==> src/design/rmf5_pkg.sv <==
`default_nettype none
package rmf5_pkg;

  typedef enum logic [1:0] {
    ST_IDLE,
    ST_SORT,
    ST_DONE
  } rmf5_state_e;

  // controls from the sequencer to the datapath
  typedef struct packed {
    logic accept;
    logic step;
    logic pass_end;
    logic emit;
  } rmf5_ctrl_t;

endpackage
`default_nettype wire

==> src/design/rmf5_cmpx.sv <==
`default_nettype none
module rmf5_cmpx #(
  parameter int SAMPLE_BITS = 16
) (
  input  wire logic signed [SAMPLE_BITS-1:0] a_i,
  input  wire logic signed [SAMPLE_BITS-1:0] b_i,
  output logic signed [SAMPLE_BITS-1:0]      min_o,
  output logic signed [SAMPLE_BITS-1:0]      max_o
);

  logic a_gt_b;

  assign a_gt_b = a_i > b_i;
  assign min_o  = a_gt_b ? b_i : a_i;
  assign max_o  = a_gt_b ? a_i : b_i;

endmodule
`default_nettype wire

==> src/design/rmf5_seq.sv <==
`default_nettype none
module rmf5_seq #(
  parameter int WINDOW = 5
) (
  input  wire logic           clk_i,
  input  wire logic           rst_ni,
  input  wire logic           sample_valid_i,
  input  wire logic           out_free_i,
  output logic                sample_stall_o,
  output rmf5_pkg::rmf5_ctrl_t ctrl_o
);
  import rmf5_pkg::*;

  localparam int Passes = WINDOW - WINDOW / 2;
  localparam int StepW  = $clog2(WINDOW);
  localparam int PassW  = $clog2(Passes);

  rmf5_state_e      state_q, state_d;
  logic [StepW-1:0] step_q, step_d;
  logic [PassW-1:0] pass_q, pass_d;
  logic             last_step;
  logic             last_pass;

  assign last_step = step_q == StepW'(WINDOW - 1);
  assign last_pass = pass_q == PassW'(Passes - 1);

  // next state
  always_comb begin
    state_d = state_q;
    unique case (state_q)
      ST_IDLE: begin
        if (sample_valid_i) state_d = ST_SORT;
      end
      ST_SORT: begin
        if (last_step && last_pass) state_d = ST_DONE;
      end
      ST_DONE: begin
        if (out_free_i) state_d = ST_IDLE;
      end
      default: state_d = ST_IDLE;
    endcase
  end

  // outputs
  always_comb begin
    ctrl_o         = '0;
    sample_stall_o = 1'b1;
    unique case (state_q)
      ST_IDLE: begin
        sample_stall_o = 1'b0;
        ctrl_o.accept  = sample_valid_i;
      end
      ST_SORT: begin
        ctrl_o.step     = 1'b1;
        ctrl_o.pass_end = last_step && !last_pass;
      end
      ST_DONE: begin
        ctrl_o.emit = out_free_i;
      end
      default: begin
        sample_stall_o = 1'b1;
      end
    endcase
  end

  // step and pass counters
  always_comb begin
    step_d = step_q;
    pass_d = pass_q;
    if (ctrl_o.accept) begin
      step_d = '0;
      pass_d = '0;
    end else if (ctrl_o.step) begin
      step_d = last_step ? '0 : step_q + StepW'(1);
      if (last_step) pass_d = pass_q + PassW'(1);
    end
  end

  always_ff @(posedge clk_i or negedge rst_ni) begin
    if (!rst_ni) begin
      state_q <= ST_IDLE;
      step_q  <= '0;
      pass_q  <= '0;
    end else begin
      state_q <= state_d;
      step_q  <= step_d;
      pass_q  <= pass_d;
    end
  end

endmodule
`default_nettype wire

==> src/design/running_median_of_five_core.sv <==
`default_nettype none
// Running median filter over the last WINDOW signed samples.
// Input channel: sample_i with sample_valid_i / sample_stall_o. A beat is
// taken when valid is high and stall is low; it enters the window and the
// oldest sample drops out.
// Output channel: median_o with median_valid_o / median_stall_i, one beat
// for every input beat, in order.
// The median is found by one shared compare-exchange unit stepping over a
// rotating copy of the window: each pass over all WINDOW entries pulls out the
// largest value left, and WINDOW - WINDOW/2 passes leave the median.
// The input is stalled for the whole sort and until its result is stored, so
// a new beat is only taken once the last one is through; the result sits in an
// output register while the next beat is taken, and the sort only waits if that
// register is still full at its end.
// Reset clears the window to zeros, so the first results count those zeros
// as samples, and empties the output register.
// A stalled output beat holds its value until it is taken.
module running_median_of_five_core #(
  parameter int WINDOW      = 5,
  parameter int SAMPLE_BITS = 16
) (
  input  wire logic                          clk_i,
  input  wire logic                          rst_ni,
  input  wire logic                          sample_valid_i,
  output logic                               sample_stall_o,
  input  wire logic signed [SAMPLE_BITS-1:0] sample_i,
  output logic                               median_valid_o,
  input  wire logic                          median_stall_i,
  output logic signed [SAMPLE_BITS-1:0]      median_o
);
  import rmf5_pkg::*;

  localparam logic signed [SAMPLE_BITS-1:0] Lowest = {1'b1, {(SAMPLE_BITS-1){1'b0}}};

  rmf5_ctrl_t ctrl;
  logic       out_free;

  logic signed [SAMPLE_BITS-1:0] window_q [WINDOW];
  logic signed [SAMPLE_BITS-1:0] window_d [WINDOW];
  logic signed [SAMPLE_BITS-1:0] ring_q   [WINDOW];
  logic signed [SAMPLE_BITS-1:0] ring_d   [WINDOW];
  logic signed [SAMPLE_BITS-1:0] hi_q, hi_d;
  logic signed [SAMPLE_BITS-1:0] cmp_min, cmp_max;
  logic signed [SAMPLE_BITS-1:0] median_q;
  logic                          median_valid_q, median_valid_d;

  assign out_free = !median_valid_q || !median_stall_i;

  rmf5_seq #(
    .WINDOW(WINDOW)
  ) u_seq (
    .clk_i          (clk_i),
    .rst_ni         (rst_ni),
    .sample_valid_i (sample_valid_i),
    .out_free_i     (out_free),
    .sample_stall_o (sample_stall_o),
    .ctrl_o         (ctrl)
  );

  rmf5_cmpx #(
    .SAMPLE_BITS(SAMPLE_BITS)
  ) u_cmpx (
    .a_i   (hi_q),
    .b_i   (ring_q[0]),
    .min_o (cmp_min),
    .max_o (cmp_max)
  );

  // window shift
  always_comb begin
    window_d = window_q;
    if (ctrl.accept) begin
      window_d[0] = sample_i;
      for (int i = 1; i < WINDOW; i++) window_d[i] = window_q[i-1];
    end
  end

  // rotating sort copy, smaller value goes back to the tail
  // the largest left is dropped at the end of every pass but the last
  always_comb begin
    ring_d = ring_q;
    hi_d   = hi_q;
    if (ctrl.accept) begin
      ring_d = window_d;
      hi_d   = Lowest;
    end else if (ctrl.step) begin
      for (int i = 0; i < WINDOW - 1; i++) ring_d[i] = ring_q[i+1];
      ring_d[WINDOW-1] = cmp_min;
      hi_d             = ctrl.pass_end ? Lowest : cmp_max;
    end
  end

  assign median_valid_d = ctrl.emit || (median_valid_q && median_stall_i);

  always_ff @(posedge clk_i or negedge rst_ni) begin
    if (!rst_ni) begin
      for (int i = 0; i < WINDOW; i++) window_q[i] <= '0;
      median_valid_q <= 1'b0;
    end else begin
      window_q       <= window_d;
      median_valid_q <= median_valid_d;
    end
  end

  always_ff @(posedge clk_i) begin
    ring_q <= ring_d;
    hi_q   <= hi_d;
    if (ctrl.emit) median_q <= hi_q;
  end

  assign median_valid_o = median_valid_q;
  assign median_o       = median_q;

endmodule
`default_nettype wire

==> config.mk <==
export PLATFORM = sky130hd
export DESIGN_NAME = running_median_of_five_core
export DESIGN_NICKNAME = d
export VERILOG_FILES = /design/src/design/rmf5_pkg.sv /design/src/design/rmf5_cmpx.sv /design/src/design/rmf5_seq.sv /design/src/design/running_median_of_five_core.sv
export SDC_FILE = /design/constraint.sdc
export NUM_CORES = 1
export LEC_CHECK = 0
export ABC_AREA = 1
export BUFFER_PORTS_ARGS = -buffer_cell sky130_fd_sc_hd__buf_4
export CELL_PAD_IN_SITES_DETAIL_PLACEMENT = 1
export CELL_PAD_IN_SITES_GLOBAL_PLACEMENT = 2
export CORE_UTILIZATION = 35
export DETAILED_ROUTE_END_ITERATION = 16
export PLACE_DENSITY = 0.77
export SLEW_MARGIN = 20
export SYNTH_ARGS = -nofsm -noshare
export SYNTH_HDL_FRONTEND = slang
export SYNTH_HIERARCHICAL = 1
export SYNTH_SLANG_ARGS = --single-unit
==> constraint.sdc <==
create_clock -name clk_i -period 3.5 [get_ports clk_i]
set_input_delay 0.35 -clock clk_i [delete_from_list [all_inputs] [get_ports clk_i]]
set_output_delay 0.35 -clock clk_i [all_outputs]
set_load 0.02 [all_outputs]
* Word level (Yosys, flattened, before mapping)
Index checks and enable logic that the tools add are counted.
** Storage, ports and cells
- Word-level logic and storage cells :: 61
- Output and inout port bits :: 18
- Register bits :: 200
** Cells by class
- Add/subtract/negate cells :: 2
- $lt $le $gt $ge :: 1
- Reduce and logical (&&, ||, !) cells :: 14
- Multiplexer cells :: 20
- Equal/unequal tests :: 8
** Operators with widths (count)
- 2-to-1 mux 80 bit :: 3
- 2-to-1 mux 16 bit :: 3
- greater-than comparator 16 bit :: 1
- 2-to-1 mux 2 bit :: 7
- 2-to-1 mux 3 bit :: 3
- one-hot mux 2 bit (3 select lines) :: 1
- == test 2 bit, second input constant :: 2
- inequality test 2 x 1 -> 1 bit, second input constant :: 2
- inequality test 2 bit, second input constant :: 2
- AND reduction 2 bit :: 2
- nonzero test 2 bit :: 2
- adder 3 x 1 -> 3 bit, second input constant :: 1
- == test 3 bit, second input constant :: 1
- logical AND 1 bit :: 3
- logical NOT 1 bit :: 3
- 2-to-1 mux 1 bit :: 3
- AND reduction 3 bit :: 1
- adder 2 x 1 -> 2 bit, second input constant :: 1
- == test 2 x 1 -> 1 bit, second input constant :: 1
- logical NOT 2 bit :: 1
- logical OR 1 bit :: 2

* Longest topological paths before layout
Gate-level depths: netlist (run 1).
- Depth after elaboration :: 6
- Gate-level depth with buffers :: 16
- Mapped depth without buffers :: 15

* Cells and area by module
The synthesis (run 1) kept the hierarchy.
** By module, submodules not included
- running_median_of_five_core :: area an instance 6647.6 µm², cells each 632, times used 1
- rmf5_cmpx :: area an instance 1178.6 µm², cells each 186, times used 1
- rmf5_seq :: area an instance 439.2 µm², cells each 54, times used 1

* Worst setup path before layout (run 1)
OpenSTA, ideal clock, no wires.
- Path type :: register -> register
- Start point :: reg u_seq.state_q[1]
- End point :: reg ring_q[0] (netlist name), enable pin
- Setup time :: 434 ps
- Setup slack :: 389 ps
- Arrival :: 2677 ps
- Path buffers :: 2
- Data required time :: 3066 ps
- Period minus slack after synthesis :: 3111 ps
- Stages on the path, launching flop included :: 8
- Cell sequence :: dfrtp_1 -> nor2_2 -> nand2_4 -> inv_1 -> buf_4 -> nor2_4 -> buf_2 -> inv_1
** RTL lines
- start, declared :: RTL line rmf5_seq.sv:18 : rmf5_state_e state_q, state_d;
- start signal, assigned :: RTL line rmf5_seq.sv:85 : state_q <= state_d;
- end signal, assigned :: RTL line running_median_of_five_core.sv:106 : ring_q <= ring_d;
- end, declared :: RTL line running_median_of_five_core.sv:40 : logic signed [SAMPLE_BITS-1:0] ring_q [WINDOW];

==> summary.txt, run 1 <==
Drt
  • Post-Route WL: between 15000 and 20000 um
  • DR vias: 5668
  • Total length of routed met2 wires: between 8000 and 9000 um
  • Via/cell ratio: 4.63
  • DRC Markers: 0
  • Post-route ant nets: 0
  • Routed WL per cell: roughly 15 um
  • DR top layer: met4
  • DR pass1 iterations: 4
  • Detailed Route Iter0 Violations: approximately 280
  • DRT met1 WL: 8880 um
  • Met3 WL: between 300 and 400 um

CTS
  • Clk pin slew, worst setup/hold paths: approximately 0.080 ns
  • Post-cts gate resize count: 0
  • CTS tree: built
  • Num Clock Sinks: 184
  • Postcts setup bufs: 0
  • Clock Path Buffers: 2
  • Clk_lat worst skew: approximately 0.44 ns
  • TritonCTS Buffers: 17
  • Root buffer cell: clkbuf_16
  • H-tree levels: 4

Cells and area
  • Util after Layout: 40.9%
  • Inserted Diodes: 0
  • Design area: 9360 um^2
  • FILL cells: 2632
  • Layout cell share with drive strength beyond 1: approximately 15%
  • Synth-to-Final Area Change: 13.3%
  • Nets: about 940

Placed design
  • Placed cell area: between 8000 and 9000 um^2
  • I/O Buffers: 37
  • Post-place setup slack: 0.663 ns
  • DP HPWL: roughly 11000 um
  • Placer Congestion: around 0.74

Synthesis
  • Mean area per synthesized cell: between 9 and 10 um^2
  • Sequential fraction of the synthesis area: roughly three fifths
  • Post-synth design cell area: ~8300 um^2
  • Yosys warns: 6
  • Mapped Nets: 911
  • Synth cell types: 31
  • Cells after Synth: slightly below 900
  • #FFs+latches synth: approximately 180

Worst setup path
  • WS Path Type: reg2reg
  • CP Max Fanout: 33
  • Reg-to-reg setup timing slack: around 0.69 ns
  • Setup crit end: ring_q[13]
  • Critical Path Slowest Stage Cell: nand3_4
  • WP data arrival: 3.00 ns
  • Buffers and inverters on the worst path: 2
  • Reg2Reg Capture Point: ring_q[13]
  • R2R cell count: 14
  • Critical path capture point type: flop
  • Crit path launch type: flop
  • Critical path cell sequence: inv_1 -> ha_1 -> nand2_2 -> inv_1 -> a21oi_2 -> nand3_2 -> nand2_4 -> nand2_4 -> nand2_4 -> nand3_4 -> nand2_2 -> nand2_1 -> nand2_1 -> nand2_1
  • Reg2Reg Launch Point: ring_q[71]
  • Data required, critical path: 3.69 ns
  • CP top delay family: simple AND/OR/NAND/NOR gates
  • Number of stages on the worst setup path: 14
  • Max stage delay on crit path: roughly 0.55 ns
  • Crit path from: ring_q[71]

Timing
  • Fin Setup TNS: 0 ns
  • Worst setup margin: slightly below 0.7 ns
  • Slew Limit Fails: 0
  • Fin crit share: about four fifths
  • Unrepaired setup endpoints after global routing: false
  • Fmax: around 360 MHz
  • Clock Skew: between 0.009 and 0.01 ns
  • Worst slew pin tran: about 0.95 ns
  • Rel. slew slack: a little under two fifths
  • Final Hold Fails: 0
  • Final number of setup-violating endpoints: 0
  • Post-layout min period: roughly 2.8 ns

Power and ir drop
  • P_leak: roughly 4.7 nW
  • Max VDD drop: 0.424 mV
  • Pwr Density: around 1000 nW/um^2

Global routing
  • Vias in the first global route: 5907
  • Total GRT Usage: roughly 16%
  • Total gr overflow: 0
  • Initial antenna violation count: 0
  • Largest net degree at the start of global routing: 81
  • Global-route wire length before repair: 30500 um

Floorplanning
  • Core ar.: roughly 23000 um^2
  • Initial Utilization: between 30 and 40%
  • Core Rows: 55
  • Die span in y: between 150 and 200 um
  • Die ar.: about 24000 um^2
  • I/O pins: 38
  • Die width: around 160 um

Worst hold path
  • Hold WC Path Type: in2reg
  • Hold Startpoint: median_stall_i

Run status
  • Status: finished, final reports clean

Job
  • Max Cap Violations: 0
[layout by cell type (no fill, tap or decap), types with 3 or more instances in the layout]
master and n:
buf_4 47, bufinv_16 3, clkbuf_16 17, clkinv_4 3, clkinvlp_4 3, dfrtp_1 72, dfxtp_1 16, edfxtp_1 96
ha_1 19, inv_1 38, inv_2 3, inv_6 3, nand2_1 459, nand2_2 33, nand2_4 4, nand3_1 6
nand4_1 35, nor2_1 6, nor2_4 4, o21ai_1 16, o21ai_2 3
[registers in the layout, summed over array words and instances (netlist names)]
signal	flops
hi_q	16
median_o	16
median_valid_o	1
ring_q	80
u_seq/pass_q	2
u_seq/state_q	2
u_seq/step_q	3
window_q	64
[cell families after synthesis]
| kind of cell | synth area share (%) |
|---|---|
| buffers and inverters | 5.62 |
| AOI/OAI and AO/OA | 1.83 |
| DFF | 60.6 |
| adders and majority gates | 2.88 |
| and+or+nand+nor | 29.1 |
[layer usage]
layer  GRT usage [%]  vias to the layer above
li1                -                     2838
met2            25.6                       50
met3            3.03                       16
met5               0                        -
met1            22.3                     2764
met4            5.60                        0
[stage by stage]
| stage | hold WS [ns] | total power [mW] | std cells |
|---|---|---|---|
| 4_1_cts | 0.112 | 9.53 | 1223 |
| 3_3_place_gp | 0.269 | 7.35 | 1190 |
| 3_5_place_dp | 0.263 | 7.46 | 1190 |
| 5_1_grt | 0.126 | 10.2 | 1223 |
| 6_report | 0.128 | 9.38 | 1223 |
| 2_1_floorplan | 0.0544 | 6.81 | 872 |
[how the worst min path moves through the flow]
stage                      to  slack (ns)  cells past startpoint
2_1_floorplan  median_valid_o        0.05                      0
3_3_place_gp     window_q[78]        0.27                      1
3_5_place_dp     window_q[64]        0.26                      1
4_1_cts        median_valid_o        0.11                      3
5_1_grt        median_valid_o        0.13                      3
6_report       median_valid_o        0.13                      3
[Yosys cell counts]
| cell | n | area share (%) |
|---|---|---|
| clkbuf_1 | 8 | 0.36 |
| buf_2 | 14 | 0.85 |
| nand3_2 | 2 | 0.24 |
| dfrtp_1 | 72 | 22 |
| nor3_1 | 1 | 0.060 |
| nor3_2 | 1 | 0.12 |
| nand4_1 | 35 | 2.6 |
| inv_2 | 3 | 0.14 |
| a21oi_1 | 2 | 0.12 |
| inv_1 | 40 | 1.8 |
| o21ai_2 | 3 | 0.32 |
| o21ai_1 | 16 | 0.97 |
| nor2_1 | 6 | 0.27 |
| buf_4 | 16 | 1.5 |
| nand4_2 | 1 | 0.15 |
| nand3_4 | 2 | 0.42 |
| nor2_2 | 2 | 0.15 |
| nand2_2 | 33 | 2.5 |
| buf_12 | 3 | 0.73 |
| edfxtp_1 | 96 | 35 |
| o21bai_1 | 1 | 0.091 |
| o21ai_0 | 2 | 0.12 |
| buf_6 | 2 | 0.27 |
| nand4_4 | 1 | 0.26 |
| nor2_4 | 4 | 0.54 |
| nand3_1 | 6 | 0.36 |
| a21oi_2 | 2 | 0.21 |
| ha_1 | 19 | 2.9 |
| dfxtp_1 | 16 | 3.9 |
| nand2_4 | 4 | 0.54 |
| nand2_1 | 459 | 21 |
[timing repair]
action | 4_1_cts | 5_1_grt
endpoints found under the setup margin | 0 | 0
endpoints found under the hold margin | 18 | 0
hold buffers | 1 | 0
[cell type report]
type / count / area (um^2) / area share [%]
clock inverter: 15 / 191 / 2.04
tap: 313 / 392 / 4.18
sequential: 184 / 5000 / 53.5
inverter: 43 / 165 / 1.76
clock buffer: 17 / 425 / 4.54
timing repair buffer: 49 / 383 / 4.09
multi-input combinational: 602 / 2800 / 29.9
[tightest hold or removal path, cell delays in order]
cell,delay (ns)
buf_4,0.08
nand2_1,0.06
nand2_1,0.05
[power by group]
group / internal, mW / switching, mW / total [mW]
combinational: 1.11 / 2.23 / 3.34
clock: 1.14 / 0.881 / 2.02
sequential: 3.49 / 0.526 / 4.02
No activity file was read; power rests on OpenSTA's default activity.
==> run 2: changes to the inputs <==
Settings changed: PLACE_DENSITY 0.77 to 0.8.
Clock period 3.5 ns to 2.4 ns, I/O delays scaled along.
==> run 2 against run 1 <==
First-iteration DRC count rose by 41%. Register-to-register slack worse by 0.43 ns. Clock power up 32%. Non-clock buffer count rose by 24. Sequential power up 44%. Sequential cell count stayed put. Hold slack got worse by 0.11 ns. Global-route usage increased by 0.43 points. Clock skew increased by 0.0018 ns. Largest cell class unchanged. Highest routed layer unchanged.
==> summary.txt, run 2 (synthesis results as in run 1) <==
Timing
  • Clock Skew: approximately 0.012 ns
  • Slew Limit Fails: 0
  • Final Hold Fails: 0
  • Post-layout min period: between 2 and 2.5 ns
  • Fmax: 467 MHz
  • Fin crit share: between 80% and 90%
  • Worst setup margin: 0.259 ns
  • Final number of setup-violating endpoints: 0
  • WHS: 0.0184 ns
  • Fin Setup TNS: 0 ns
  • Worst slew pin tran: approximately 0.44 ns
  • Unrepaired setup endpoints after global routing: false
  • Rel. slew slack: roughly 70%

Worst setup path
  • Crit path launch type: flop
  • Crit path from: ring_q[69]
  • Setup crit end: hi_q[15]
  • R2R cell count: 15
  • WP data arrival: between 2 and 2.5 ns
  • CP Max Fanout: 16
  • Reg2Reg Capture Point: hi_q[15]
  • Reg-to-reg setup timing slack: between 0.2 and 0.3 ns
  • Number of stages on the worst setup path: 15
  • Buffers and inverters on the worst path: 2
  • WS Path Type: reg2reg
  • Reg2Reg Launch Point: ring_q[69]
  • Data required, critical path: about 2.7 ns
  • CP top delay family: simple AND/OR/NAND/NOR gates
  • Max stage delay on crit path: roughly 0.44 ns
  • Critical path capture point type: flop
  • Critical Path Slowest Stage Cell: edfxtp_1
  • Critical path cell sequence: inv_1 -> ha_1 -> nand2_1 -> nor2_2 -> o21ai_1 -> nand3_2 -> nand2_4 -> nand2_4 -> nand2_4 -> nand3_4 -> buf_12 -> nand2_1 -> nand2_1 -> o21ai_0 -> nand3_1

Drt
  • Post-Route WL: approximately 19000 um
  • DRC Markers: 0
  • Routed WL per cell: approximately 15 um
  • DR vias: about 5700
  • Via/cell ratio: roughly 4.6
  • Detailed Route Iter0 Violations: just under 400
  • DR pass1 iterations: 4
  • Post-route ant nets: 0

Floorplanning
  • Initial Utilization: between 30% and 40%
  • Die ar.: 24200 um^2
  • Core Rows: 55
  • Core ar.: ~23000 um^2
  • I/O pins: 38
  • Die span in y: 156 um
  • Die width: roughly 160 um

Power and ir drop
  • P_leak: 4.82 nW
  • Switching Fraction: 39.6%
  • Sequential Power Share: approximately two fifths
  • Internal: approximately 8.5 mW
  • Comb power frac: ~40%
  • Pwr Density: between 1000 and 1500 nW/um^2
  • Clock power share: approximately a fifth
  • Pwr Total: around 14 mW
  • Max VDD drop: 0.719 mV
  • Net Sw Power: 5.56 mW

CTS
  • Clock Path Buffers: 2
  • Clk pin slew, worst setup/hold paths: about 0.070 ns
  • Clk_lat worst skew: approximately 0.44 ns
  • CTS tree: built
  • H-tree levels: 4
  • Root buffer cell: clkbuf_16
  • Post-cts gate resize count: 0
  • Num Clock Sinks: around 180
  • TritonCTS Buffers: 17

Cells and area
  • FILL cells: roughly 2600
  • Regs by FF count: ring_q (80), window_q (64)
  • Util after Layout: between 40% and 50%
  • Synth-to-Final Area Change: 15.6%
  • Commonest non-fill, non-tap cell in the layout: nand2_1
  • Finished Layout Cells: about 1200
  • Top reg by flops: ring_q
  • Nets: 960
  • Inserted Diodes: 0
  • Most frequent cells in the layout: nand2_1, edfxtp_1, dfrtp_1, buf_4, inv_1
  • Design area: ~9600 um^2
  • Max reg flops: 80
  • Layout cell share with drive strength beyond 1: 17.6%

Run status
  • Status: finished, final reports clean

Global routing
  • Largest net degree at the start of global routing: between 80 and 90
  • Initial antenna violation count: 0
  • Vias in the first global route: slightly above 6000
  • Total GRT Usage: approximately 17%
  • Total gr overflow: 0
  • Global-route wire length before repair: 31300 um

Worst hold path
  • Hold Startpoint: median_stall_i
  • Hold WC Path Type: in2reg

Job
  • Max Cap Violations: 0

Placed design
  • Placer Congestion: 0.785
  • DP HPWL: approximately 12000 um
  • Inst Count DP: approximately 1200
  • I/O Buffers: 37
  • Placed cell area: 9000 um^2
  • Post-place setup slack: between 0.2 and 0.25 ns
[run 2: area by class of cell]
class	instances	area, um^2	share of cell area [%]
clock buffers	19	433	4.53
well taps	313	392	4.10
clock inverters	13	113	1.18
inverters	43	168	1.75
repair buffers	73	638	6.68
multi-input cells	602	2810	29.4
flip-flops and latches	184	5010	52.4
[run 2: repair_timing]
action,in CTS,in global routing
setup endpoints to repair,0,0
buffers inserted,0,0
hold buffers,1,0
endpoints found under the hold margin,72,0
[run 2: worst min-delay path by stage]
stage,end,depth (start not counted)
3_3_place_gp,window_q[64],2
6_report,median_valid_o,3
4_1_cts,median_valid_o,3
2_1_floorplan,median_valid_o,0
5_1_grt,window_q[72],3
3_5_place_dp,window_q[64],2
[run 2: layer usage]
layer	wire [um]	part of all wire, %	track usage (%)
met4	260	1.4	5.93
met5	0	0	0
met3	500	2.7	3.03
met2	8350	45	25.7
met1	9450	51	23.4
[run 2: tightest hold or removal path, stage by stage]
cell,delay [ns]
buf_4,0.08
nand2_1,0.05
nand2_1,0.05
[run 2: power groups by stage]
stage,sequential (mW),clock (mW),combinational [mW]
detailed placement,5.84,0,5.66
global route,5.94,2.85,6.39
CTS,5.80,2.73,5.70
floorplan,5.68,0,4.26
global placement,5.80,0,5.51
finish,5.78,2.66,5.61
==> run 3: changes to the inputs <==
Settings changed: CORE_MARGIN from default to 5.
==> run 3 against run 2 <==
Via count is 1.2% higher. Hold slack better by 0.0099 ns. Sequential cell count stayed put. Global-route usage is 2.0 points lower. Die area is 11% higher. Non-clock buffer count is 3 higher. Routed wire length is 0.29% higher. Setup slack worse by 0.020 ns. Clock power is 7% higher. Clock skew is 0.0022 ns higher. Design area is 0.81% higher. Largest cell class unchanged. Highest routed layer unchanged.
==> summary.txt, run 3 (synthesis results as in run 1) <==
Run status
  • Status: finished, final reports clean

Drt
  • DRC Markers: 0
  • Detailed Route Iter0 Violations: 321
  • DR pass1 iterations: 4
  • Post-route ant nets: 0
  • Via/cell ratio: about 4.6
  • DR vias: around 5800
  • Routed WL per cell: between 10 and 15 um
  • Post-Route WL: about 19000 um

Worst setup path
  • Data required, critical path: around 2.6 ns
  • Reg2Reg Launch Point: ring_q[74]
  • Max stage delay on crit path: around 0.44 ns
  • Critical Path Slowest Stage Cell: edfxtp_1
  • Reg-to-reg setup timing slack: 0.24 ns
  • Critical path capture point type: flop
  • WS Path Type: reg2reg
  • Reg2Reg Capture Point: ring_q[5]
  • Crit path launch type: flop
  • WP data arrival: around 2.4 ns
  • CP Max Fanout: 10
  • Critical path cell sequence: inv_1 -> ha_1 -> nand2_1 -> inv_1 -> nand3_1 -> nor2_4 -> nand4_4 -> buf_4 -> nand4_1 -> nand2_1 -> nand2_1 -> nand2_1
  • R2R cell count: 12
  • CP most frequent cell: nand2_1

Cells and area
  • Top reg by flops: ring_q
  • Inserted Diodes: 0
  • Design area: around 9600 um^2
  • Commonest non-fill, non-tap cell in the layout: nand2_1
  • Max reg flops: 80
  • Layout cell share with drive strength beyond 1: a little under a fifth
  • Nets: ~960
  • Synth-to-Final Area Change: 16.5%
  • Most frequent cells in the layout: nand2_1, edfxtp_1, dfrtp_1, buf_4, inv_1
  • Regs by FF count: ring_q (80), window_q (64)

Placed design
  • Placed cell area: about 9000 um^2
  • DP HPWL: around 12000 um
  • Placer Congestion: between 0.7 and 0.8
  • I/O Buffers: 37

Worst hold path
  • Hold depth: 3
  • Hold WC Path Type: in2reg
  • Hold Startpoint: sample_i[8]
  • Hold path endpoint: window_q[72]

Floorplanning
  • Initial Utilization: a little over a third
  • I/O pins: 38
  • Die width: about 160 um
  • Die ar.: ~27000 um^2
  • Die span in y: 164 um
  • Core Rows: 56
  • Core ar.: 23300 um^2

Power and ir drop
  • Max VDD drop: roughly 0.66 mV
  • Pwr Density: 1470 nW/um^2
  • P_leak: just under 5 nW
  • Pwr Total: around 14 mW

Global routing
  • Initial antenna violation count: 0
  • Total gr overflow: 0
  • Vias in the first global route: between 6000 and 7000
  • Global-route wire length before repair: 31200 um
  • Total GRT Usage: 14.6%
  • Largest net degree at the start of global routing: slightly below 90

CTS
  • Clock Path Buffers: 2
  • Num Clock Sinks: 184
  • H-tree levels: 4
  • CTS tree: built
  • Root buffer cell: clkbuf_16
  • TritonCTS Buffers: 17
  • Clk pin slew, worst setup/hold paths: around 0.07 ns
  • Clk_lat worst skew: around 0.43 ns

Timing
  • Final number of setup-violating endpoints: 0
  • Rel. slew slack: a little under three fifths
  • Post-layout min period: 2.16 ns
  • Worst slew pin tran: about 0.66 ns
  • Slew Limit Fails: 0
  • Clock Skew: 0.0139 ns
  • Unrepaired setup endpoints after global routing: false
  • Fin Setup TNS: 0 ns
  • Fin crit share: 90.0%
  • Final Hold Fails: 0
  • Fmax: 463 MHz

Job
  • Max Cap Violations: 0
## run 3: changes by cell type in the layout (fill, tap and decap cells not counted)
cell       previous run  this run
nand2_4               4         3
nand2_1             459       458
nand2_2              33        34
nand2_8               0         1
clkbuf_8              0         2
inv_4                 2         1
bufinv_16             0         2
inv_8                 2         0
buf_12                7         6
clkinv_2              0         3
clkinv_4              3         1
buf_4                65        69
clkbuf_1              2         0
## run 3: worst max-delay path by stage
stage          depth (start not counted)   endpoint             start  slack (ns)
4_1_cts                               15  ring_q[5]        ring_q[71]        0.04
5_1_grt                               15   hi_q[15]        ring_q[69]        0.05
2_1_floorplan                          7  ring_q[0]  u_seq/state_q[1]       -0.19
6_report                              12  ring_q[5]        ring_q[74]        0.24
3_3_place_gp                          15  ring_q[5]        ring_q[71]        0.14
3_5_place_dp                          15  ring_q[5]        ring_q[71]        0.07
## run 3: layout make-up
class                      count  area, um^2
fill                        2656       13700
inverter                      43         168
timing repair buffer          76         648
sequential                   184        5010
clock buffer                  19         453
clock inverter                13         141
multi-input combinational    602        2820
tap                          319         399
## run 3: layer usage
layer  share of wire (%)  GRT usage (%)
met5                   0              0
met4                0.74           4.16
met3                 3.7           2.73
met2                  46           22.7
met1                  49           20.9
## run 3: power by group
| group | total [mW] | switching, mW | internal (mW) |
|---|---|---|---|
| logic | 5.57 | 3.51 | 2.06 |
| registers | 5.78 | 0.691 | 5.09 |
| clock network | 2.85 | 1.25 | 1.60 |
| total | 14.2 | 5.45 | 8.75 |
## run 3: worst max-delay path, delay by kind of cell (launching register included)
family | cells | cell delay (ns)
adders and majority gates | 1 | 0.27
buffers and inverters | 3 | 0.38
DFF | 1 | 0.44
and+or+nand+nor | 8 | 0.84
## run 3: what timing repair did
action,4_1_cts,5_1_grt
hold buffers,1,0
setup endpoints to repair,0,17
setup buffers,0,4
hold endpoints to repair,23,0
resized for setup,0,2
## run 3: stage by stage
| step | util (%) | hold slack, ns | instances | worst slack, ns |
|---|---|---|---|---|
| finish | 41.3 | 0.0283 | 1256 | 0.240 |
| global route | 41.3 | 0.0243 | 1256 | 0.0467 |
| CTS | 41.1 | 0.0100 | 1252 | 0.0386 |
| detailed placement | 38.5 | 0.191 | 1219 | 0.0679 |
| global placement | 38.5 | 0.192 | 1219 | 0.144 |
| floorplan | - | -0.0556 | 872 | -0.191 |
